## config.mk

```make
export PLATFORM = sky130hd
export DESIGN_NAME = sorted_doubly_linked_task_list
export DESIGN_NICKNAME = d
export VERILOG_FILES = /design/src/design/sdtl_pkg.sv /design/src/design/sorted_doubly_linked_task_list.sv /design/src/design/sdtl_dp.sv /design/src/design/sdtl_ctrl.sv
export SDC_FILE = /design/constraint.sdc
export NUM_CORES = 1
export LEC_CHECK = 0
export ABC_CLOCK_PERIOD_IN_PS = 4300
export BUFFER_PORTS_ARGS = -buffer_cell sky130_fd_sc_hd__clkbuf_2
export CAP_MARGIN = 20
export CELL_PAD_IN_SITES_DETAIL_PLACEMENT = 0
export CELL_PAD_IN_SITES_GLOBAL_PLACEMENT = 2
export CORE_MARGIN = 1
export CORE_UTILIZATION = 44
export CTS_CLUSTER_DIAMETER = 200
export CTS_CLUSTER_SIZE = 30
export DETAILED_ROUTE_END_ITERATION = 6
export PLACE_DENSITY_LB_ADDON = 0.15
export SYNTH_ARGS = -nofsm -noshare
export SYNTH_HDL_FRONTEND = slang
export SYNTH_HIERARCHICAL = 1
export SYNTH_SLANG_ARGS = --single-unit
```

## constraint.sdc

```tcl
create_clock -name clk -period 4.3 [get_ports clk]
set_input_delay 0.86 -clock clk [delete_from_list [all_inputs] [get_ports clk]]
set_output_delay 0.86 -clock clk [all_outputs]
set_load 0.1 [all_outputs]
```

## src/design/sdtl_pkg.sv

```systemverilog
package sdtl_pkg;

	localparam int ID_W      = 4;
	localparam int KEY_W     = 32;
	localparam int CNT_OUT_W = 5;

	typedef enum logic [1:0] {
		FUNC_APPEND = 2'd0,
		FUNC_SORTED = 2'd1,
		FUNC_REMOVE = 2'd2,
		FUNC_HEAD   = 2'd3
	} func_t;

	typedef enum logic [1:0] {
		ST_OK         = 2'd0,
		ST_LISTED     = 2'd1,
		ST_NOT_LISTED = 2'd2,
		ST_EMPTY      = 2'd3
	} status_t;

	typedef enum logic [2:0] {
		S_IDLE,
		S_DECODE,
		S_WALK,
		S_LINK1,
		S_LINK2,
		S_RM_LINK,
		S_RM_HEAD,
		S_DONE
	} state_t;

	typedef enum logic [1:0] {
		RD_FIRST,
		RD_NEXT,
		RD_ID
	} rd_sel_t;

	typedef struct packed {
		logic    latch;
		logic    set_status;
		status_t status;
		logic    set_tail;
		logic    rd_en;
		rd_sel_t rd_sel;
		logic    walk_end;
		logic    link1;
		logic    link2;
		logic    rm_link;
		logic    rm_head;
		logic    out_load;
	} cmd_t;

	typedef struct packed {
		func_t func;
		logic  id_ok;
		logic  is_member;
		logic  empty;
		logic  first_null;
		logic  walk_go;
		logic  out_free;
	} sts_t;

endpackage

```

## src/design/sorted_doubly_linked_task_list.sv

```systemverilog
// Channel | Direction | Handshake          | Payload
// in      | receive   | in_valid/in_stall  | func, item_id, item_value
// out     | send      | out_valid/out_stall| status, head_id, head_value, count
//
// One transaction in, one result out. Read head and rejected requests go from decode
// to the result; append and remove pass LINK1/LINK2 or RM_LINK/RM_HEAD, sorted insert also
// walks the list first (at most MAX_ITEMS - 1 entries compared) via the link memories' single read port.
// Reset (arst_n low) empties the list at once; link and key memories need no clearing.
// A held result waits in the output register; a new request is still taken meanwhile.
module sorted_doubly_linked_task_list #(
	parameter int MAX_ITEMS = 16
) (
	input  logic                            clk,
	input  logic                            arst_n,
	input  logic                            in_valid,
	output logic                            in_stall,
	input  logic [1:0]                      func,
	input  logic [sdtl_pkg::ID_W-1:0]       item_id,
	input  logic [sdtl_pkg::KEY_W-1:0]      item_value,
	output logic                            out_valid,
	input  logic                            out_stall,
	output logic [1:0]                      status,
	output logic [sdtl_pkg::ID_W-1:0]       head_id,
	output logic [sdtl_pkg::KEY_W-1:0]      head_value,
	output logic [sdtl_pkg::CNT_OUT_W-1:0]  count
);
	import sdtl_pkg::*;

	cmd_t cmd;
	sts_t sts;

	// Controller: decode the request, step the list walk, sequence the link writes
	// and hand the result to the output register.
	sdtl_ctrl u_ctrl (
		.clk      (clk),
		.arst_n   (arst_n),
		.in_valid (in_valid),
		.in_stall (in_stall),
		.sts      (sts),
		.cmd      (cmd)
	);

	// Datapath: link and key memories (one registered read a cycle), head/tail
	// pointers, membership flags, entry count and the output register.
	sdtl_dp #(
		.MAX_ITEMS (MAX_ITEMS)
	) u_dp (
		.clk        (clk),
		.arst_n     (arst_n),
		.cmd        (cmd),
		.sts        (sts),
		.func       (func),
		.item_id    (item_id),
		.item_value (item_value),
		.out_stall  (out_stall),
		.out_valid  (out_valid),
		.status     (status),
		.head_id    (head_id),
		.head_value (head_value),
		.count      (count)
	);

endmodule

```

## src/design/sdtl_dp.sv

```systemverilog
module sdtl_dp #(
	parameter int MAX_ITEMS = 16
) (
	input  logic                            clk,
	input  logic                            arst_n,
	input  sdtl_pkg::cmd_t                  cmd,
	output sdtl_pkg::sts_t                  sts,
	input  logic [1:0]                      func,
	input  logic [sdtl_pkg::ID_W-1:0]       item_id,
	input  logic [sdtl_pkg::KEY_W-1:0]      item_value,
	input  logic                            out_stall,
	output logic                            out_valid,
	output logic [1:0]                      status,
	output logic [sdtl_pkg::ID_W-1:0]       head_id,
	output logic [sdtl_pkg::KEY_W-1:0]      head_value,
	output logic [sdtl_pkg::CNT_OUT_W-1:0]  count
);
	import sdtl_pkg::*;

	localparam int AW = $clog2(MAX_ITEMS);
	localparam int LW = $clog2(MAX_ITEMS + 1);
	localparam logic [LW-1:0] NULL_LINK = LW'(MAX_ITEMS);

	// link memories and key store, no reset
	logic [LW-1:0]    next_mem [MAX_ITEMS];
	logic [LW-1:0]    prev_mem [MAX_ITEMS];
	logic [KEY_W-1:0] key_mem  [MAX_ITEMS];

	logic [LW-1:0]    next_rd_q, prev_rd_q;
	logic [KEY_W-1:0] key_rd_q;

	func_t            func_q;
	logic [ID_W-1:0]  id_q;
	logic [KEY_W-1:0] key_q;
	status_t          status_q;
	logic [LW-1:0]    cur_q, at_q, before_q;
	logic [KEY_W-1:0] head_key_q;
	logic             p_null_q;

	logic [LW-1:0]        first_q, last_q;
	logic [LW-1:0]        cnt_q;
	logic [MAX_ITEMS-1:0] member_q;
	logic                 out_valid_q;
	logic [1:0]           status_o_q;
	logic [ID_W-1:0]      head_id_q;
	logic [KEY_W-1:0]     head_value_q;
	logic [CNT_OUT_W-1:0] count_q;

	logic [AW-1:0] id_addr, rd_addr, next_wa, prev_wa;
	logic [LW-1:0] id_link, next_wd, prev_wd;
	logic          next_we, prev_we, id_ok, key_gt;

	assign id_addr = AW'(id_q);
	assign id_link = LW'(id_q);
	assign id_ok   = 32'(id_q) < MAX_ITEMS;
	assign key_gt  = key_rd_q > key_q;

	always_comb begin
		unique case (cmd.rd_sel)
			RD_FIRST: rd_addr = AW'(first_q);
			RD_NEXT:  rd_addr = AW'(next_rd_q);
			default:  rd_addr = id_addr;
		endcase
	end

	// one write per link memory per cycle
	always_comb begin
		next_we = 1'b0;
		next_wa = id_addr;
		next_wd = at_q;
		prev_we = 1'b0;
		prev_wa = id_addr;
		prev_wd = before_q;
		if (cmd.link1) begin
			next_we = 1'b1;
			prev_we = 1'b1;
		end else if (cmd.link2) begin
			next_we = before_q != NULL_LINK;
			next_wa = AW'(before_q);
			next_wd = id_link;
			prev_we = at_q != NULL_LINK;
			prev_wa = AW'(at_q);
			prev_wd = id_link;
		end else if (cmd.rm_link) begin
			next_we = prev_rd_q != NULL_LINK;
			next_wa = AW'(prev_rd_q);
			next_wd = next_rd_q;
			prev_we = next_rd_q != NULL_LINK;
			prev_wa = AW'(next_rd_q);
			prev_wd = prev_rd_q;
		end
	end

	always_ff @(posedge clk) begin
		if (next_we) next_mem[next_wa] <= next_wd;
		if (prev_we) prev_mem[prev_wa] <= prev_wd;
		if (cmd.link1) key_mem[id_addr] <= key_q;
		if (cmd.rd_en) begin
			next_rd_q <= next_mem[rd_addr];
			prev_rd_q <= prev_mem[rd_addr];
			key_rd_q  <= key_mem[rd_addr];
		end
	end

	// transaction payload and walk registers
	always_ff @(posedge clk) begin
		if (cmd.latch) begin
			func_q <= func_t'(func);
			id_q   <= item_id;
			key_q  <= item_value;
		end
		if (cmd.set_status) status_q <= cmd.status;
		if (cmd.rd_en) begin
			if (cmd.rd_sel == RD_FIRST) cur_q <= first_q;
			else                        cur_q <= next_rd_q;
		end
		if (cmd.set_tail) begin
			at_q     <= NULL_LINK;
			before_q <= last_q;
		end else if (cmd.walk_end) begin
			if (key_gt) begin
				at_q     <= NULL_LINK;
				before_q <= last_q;
			end else begin
				at_q     <= cur_q;
				before_q <= prev_rd_q;
			end
		end
		if (cmd.rm_link) p_null_q <= prev_rd_q == NULL_LINK;
		if (cmd.link2 && before_q == NULL_LINK) head_key_q <= key_q;
		if (cmd.rm_head && p_null_q) head_key_q <= key_rd_q;
		if (cmd.out_load) begin
			status_o_q   <= status_q;
			head_id_q    <= (cnt_q == '0) ? '0 : ID_W'(first_q);
			head_value_q <= (cnt_q == '0) ? '0 : head_key_q;
			count_q      <= CNT_OUT_W'(cnt_q);
		end
	end

	always_ff @(posedge clk or negedge arst_n) begin
		if (!arst_n) begin
			first_q     <= NULL_LINK;
			last_q      <= NULL_LINK;
			cnt_q       <= '0;
			member_q    <= '0;
			out_valid_q <= 1'b0;
		end else begin
			if (cmd.link2) begin
				if (before_q == NULL_LINK) first_q <= id_link;
				if (at_q == NULL_LINK)     last_q  <= id_link;
				member_q[id_addr] <= 1'b1;
				cnt_q             <= cnt_q + 1'b1;
			end
			if (cmd.rm_link) begin
				if (prev_rd_q == NULL_LINK) first_q <= next_rd_q;
				if (next_rd_q == NULL_LINK) last_q  <= prev_rd_q;
				member_q[id_addr] <= 1'b0;
				cnt_q             <= cnt_q - 1'b1;
			end
			if (cmd.out_load)    out_valid_q <= 1'b1;
			else if (!out_stall) out_valid_q <= 1'b0;
		end
	end

	assign sts.func       = func_q;
	assign sts.id_ok      = id_ok;
	assign sts.is_member  = id_ok && member_q[id_addr];
	assign sts.empty      = cnt_q == '0;
	assign sts.first_null = first_q == NULL_LINK;
	assign sts.walk_go    = key_gt && (next_rd_q != NULL_LINK);
	assign sts.out_free   = !out_valid_q || !out_stall;

	assign out_valid  = out_valid_q;
	assign status     = status_o_q;
	assign head_id    = head_id_q;
	assign head_value = head_value_q;
	assign count      = count_q;

endmodule

```

## src/design/sdtl_ctrl.sv

```systemverilog
module sdtl_ctrl (
	input  logic           clk,
	input  logic           arst_n,
	input  logic           in_valid,
	output logic           in_stall,
	input  sdtl_pkg::sts_t sts,
	output sdtl_pkg::cmd_t cmd
);
	import sdtl_pkg::*;

	state_t state_q, state_d;

	always_ff @(posedge clk or negedge arst_n) begin
		if (!arst_n) state_q <= S_IDLE;
		else         state_q <= state_d;
	end

	always_comb begin
		state_d = state_q;
		unique case (state_q)
			S_IDLE: if (in_valid) state_d = S_DECODE;
			S_DECODE: begin
				unique case (sts.func)
					FUNC_APPEND: begin
						if (!sts.id_ok || sts.is_member) state_d = S_DONE;
						else                             state_d = S_LINK1;
					end
					FUNC_SORTED: begin
						if (!sts.id_ok || sts.is_member) state_d = S_DONE;
						else if (sts.first_null)         state_d = S_LINK1;
						else                             state_d = S_WALK;
					end
					FUNC_REMOVE: begin
						if (!sts.is_member) state_d = S_DONE;
						else                state_d = S_RM_LINK;
					end
					default: state_d = S_DONE;
				endcase
			end
			S_WALK:    if (!sts.walk_go) state_d = S_LINK1;
			S_LINK1:   state_d = S_LINK2;
			S_LINK2:   state_d = S_DONE;
			S_RM_LINK: state_d = S_RM_HEAD;
			S_RM_HEAD: state_d = S_DONE;
			S_DONE:    if (sts.out_free) state_d = S_IDLE;
			default:   state_d = S_IDLE;
		endcase
	end

	always_comb begin
		cmd      = '0;
		in_stall = state_q != S_IDLE;
		unique case (state_q)
			S_IDLE: cmd.latch = in_valid;
			S_DECODE: begin
				cmd.set_status = 1'b1;
				cmd.status     = ST_OK;
				unique case (sts.func)
					FUNC_APPEND: begin
						if (!sts.id_ok || sts.is_member) cmd.status   = ST_LISTED;
						else                             cmd.set_tail = 1'b1;
					end
					FUNC_SORTED: begin
						if (!sts.id_ok || sts.is_member) begin
							cmd.status = ST_LISTED;
						end else if (sts.first_null) begin
							cmd.set_tail = 1'b1;
						end else begin
							cmd.rd_en  = 1'b1;
							cmd.rd_sel = RD_FIRST;
						end
					end
					FUNC_REMOVE: begin
						if (!sts.is_member) begin
							cmd.status = ST_NOT_LISTED;
						end else begin
							cmd.rd_en  = 1'b1;
							cmd.rd_sel = RD_ID;
						end
					end
					default: if (sts.empty) cmd.status = ST_EMPTY;
				endcase
			end
			S_WALK: begin
				// advance one link a cycle while the visited key is larger and has a successor
				if (sts.walk_go) begin
					cmd.rd_en  = 1'b1;
					cmd.rd_sel = RD_NEXT;
				end else begin
					cmd.walk_end = 1'b1;
				end
			end
			S_LINK1: cmd.link1 = 1'b1;
			S_LINK2: cmd.link2 = 1'b1;
			S_RM_LINK: begin
				// fetch the successor's key in case it becomes the head
				cmd.rm_link = 1'b1;
				cmd.rd_en   = 1'b1;
				cmd.rd_sel  = RD_NEXT;
			end
			S_RM_HEAD: cmd.rm_head  = 1'b1;
			S_DONE:    cmd.out_load = sts.out_free;
			default:   cmd = '0;
		endcase
	end

endmodule
```

==> impl_metrics.toml <==
[layout]
final_common_cell = "edfxtp_1"
layout-drive-gt1-share = 0.329
final_cell_mix = "edfxtp_1 (840), mux4_2 (173), buf_4 (158)"
nets = 2223
syn2layout_area_growth_pct = 16.8
diodes = 0

[clocking]
clk-insertion-delay-late_ps = 610
cts_made_buffers = 35
cts_tree = "yes"
htreeDepth = 2
cts_buffer_depth = 3
cts_root_buffer = "clkbuf_16"
path_clk_slew_ps = 110
cts-hold-fix-buffers = 0
cts.sinks = 880

[synthesis]
yosysSeqAreaShare = 0.745
synth_ff_type = "edfxtp_1"
synthDominantCellAreaShare = 0.717
syn_inst = 1849
synth-seq-cells = 880
ys_warn_count = 6
netlist_area_um2 = 35200
syn-mean-instance-area_um2 = 19.0
ys_types = 64
synthTopCellsByArea = "edfxtp_1 (72%), mux4_2 (11%), dfrtp_1 (2.3%)"
async_reset_ff_frac = 0.0398
yosysTopAreaCell = "edfxtp_1"
synth_edf_count = 840
syn-num-nets = 1932

[pwr]
p_clk_frac = 0.138
p_switching_mw = 10.2
swShare = 0.344
cellInternalPower_mw = 19.5
seq_power_share = 0.393
power.total_mw = 29.7
power_frac_comb = 0.470
cellPowerDensity_nw_per_um2 = 722
leakagePower_nw = 13.8
irDropWorstVdd_uv = 483

[routing]
first_pass_iters = 5
avgViaCountPerCell = 5.63
post-route-drc-count = 0
drtAntennaViolNets = 0
dr.first_iter.drc_count = 1622
wl_mm = 84.5
route.vias.total = 18000
post_drt_wl_per_cell_um = 26.4

[global_routing]
grt.total_usage = 0.206
antenna_found_initial = 1
grt_max_degree = 36
grt_pass1_vias = 18000
gr-total-overflow = 0
grt_pass1_wl_mm = 122

[flow_run]
cap_violations = 0

[timing]
clock_skew_ps = 26.2
fin_crit_sh = 1.03
setup_viol = 30
tns_ps = -1550
worstMarginPinSlew_ps = 959
final-max-slew-violation-count = 0
setup_ws_ps = -116
fmax_mhz = 226
hold_violations = 0
min_period_ps = 4420
rsz0062_at_grt = "true"
maxSlewHeadroom = 0.359
whs_ps = 63.9

[floorplanning]
initial_core_util = 0.445
fp.dieW_um = 285
die_h_um = 285
dieArea_um2 = 81100
core_area_um2 = 79000
io_pins = 87
row_count = 103

[worst_hold_path]
hold_class = "in2async"

[setup_path]
critPathCaptureType = "register"
cp-start-kind = "register"
crit_fanout = 9
cp.arrival_ps = 4770
crit_required_ps = 4650
crit_type = "reg2reg"

[place]
placement.io_buffers = 86
dp_slack_ps = -494
gpl.final_weighted_congestion = 0.796
dp_hpwl_mm = 50.1

[status]
failed_checks = "negative setup slack"
run_status = "finished with violations"
-- metrics by stage --
stage,util,std cells,cell area (um^2)
floorplan,-,1849,35200
global placement,0.486,3059,38400
detailed placement,0.486,3059,38400
CTS,0.507,3141,40100
global route,0.520,3197,41100
finish,0.520,3197,41100
-- state kept, by name (all words and copies together), names as in the netlist, 16 cells and up --
signal	count
u_dp/member_q	16
u_dp/next_mem	80
u_dp/prev_mem	80
u_dp/head_key_q	32
u_dp/key_q	32
u_dp/key_mem	512
u_dp/key_rd_q	32
u_dp/head_value	32
-- worst paths after layout --
path / start / to / slack (ps) / cells after the start
max: u_dp/key_rd_q[31] / u_dp/key_rd_q[12] / -120 / 16
min: arst_n / u_dp/member_q[6] / 60 / 1
max reg2reg: u_dp/key_rd_q[31] / u_dp/key_rd_q[12] / -120 / 16
min reg2reg: u_dp/status_q[1] / u_dp/status[1] / 440 / 0
max in group asynchronous: arst_n / u_dp/first_q[4] / 3770 / 2
min in group clk: item_value[24] / u_dp/key_q[24] / 420 / 1
-- power groups by stage --
stage | Clock (mW) | Combinational (mW) | Sequential (mW)
2_1_floorplan | 0 | 6.65 | 12.6
3_3_place_gp | 0 | 11.4 | 11.8
3_5_place_dp | 0 | 11.5 | 11.8
4_1_cts | 4.22 | 12.5 | 11.7
5_1_grt | 4.47 | 14.9 | 11.8
6_report | 4.08 | 13.9 | 11.7
-- synthesized netlist by cell type, types with 6 or more instances --
master	count
buf_4	17
nor3_1	13
a22oi_1	12
nand2_1	51
ha_1	40
nor2b_1	87
mux2_2	40
inv_1	47
o21ai_0	23
clkbuf_1	49
a211oi_1	47
mux4_2	173
nor2_1	73
dfrtp_1	33
a21oi_1	116
nand4_1	6
nand2b_1	10
mux2i_1	54
buf_2	22
edfxtp_1	840
-- timing repair --
action,CTS,global route
endpoints found under the setup margin,42,42
buffers inserted,33,49
pin swaps,22,37
gates resized for setup,59,106
cloned,5,8
-- layer usage --
| layer | up-vias | part of all wire | track usage |
|---|---|---|---|
| met3 | 63 | 0.046 | 0.0253 |
| met5 | - | 0.00015 | 0 |
| met2 | 416 | 0.48 | 0.327 |
| met1 | 9576 | 0.46 | 0.312 |
| li1 | 7953 | - | - |
| met4 | 2 | 0.013 | 0.0372 |
-- critical path, cell delays in order (launching register included) --
cell       delay (ps)
edfxtp_1          540
ha_4              330
nand4_1           120
or4_4             560
or4_4             460
nand2_4            90
nor2_4             40
a21o_1            200
mux2i_2           180
o21ai_4           240
buf_4             160
clkbuf_16         150
buf_16            140
mux4_2            510
nor2b_1           150
a211oi_1          220
a21oi_1            70
-- area by class of cell --
class | count | area [um^2]
fillers | 6325 | 37900
flip-flops and latches | 880 | 26200
multi-input cells | 830 | 8990
repair buffers | 345 | 3450
well taps | 1050 | 1310
clock buffers | 41 | 920
inverters | 48 | 180
clock inverters | 3 | 45.0
-- logic make-up after synthesis --
family,count (synthesis),share of synthesized area
flip-flops,880,0.745
AND/OR/NAND/NOR,282,0.0421
multiplexers,267,0.139
AO/OA/AOI/OAI,235,0.0410
buffers and inverters,139,0.0176
adder cells (fa/ha/maj),41,0.0148
XOR/XNOR,4,0.000996
other,1,0.000107
Note: power is estimated with default switching activity, not from simulation.
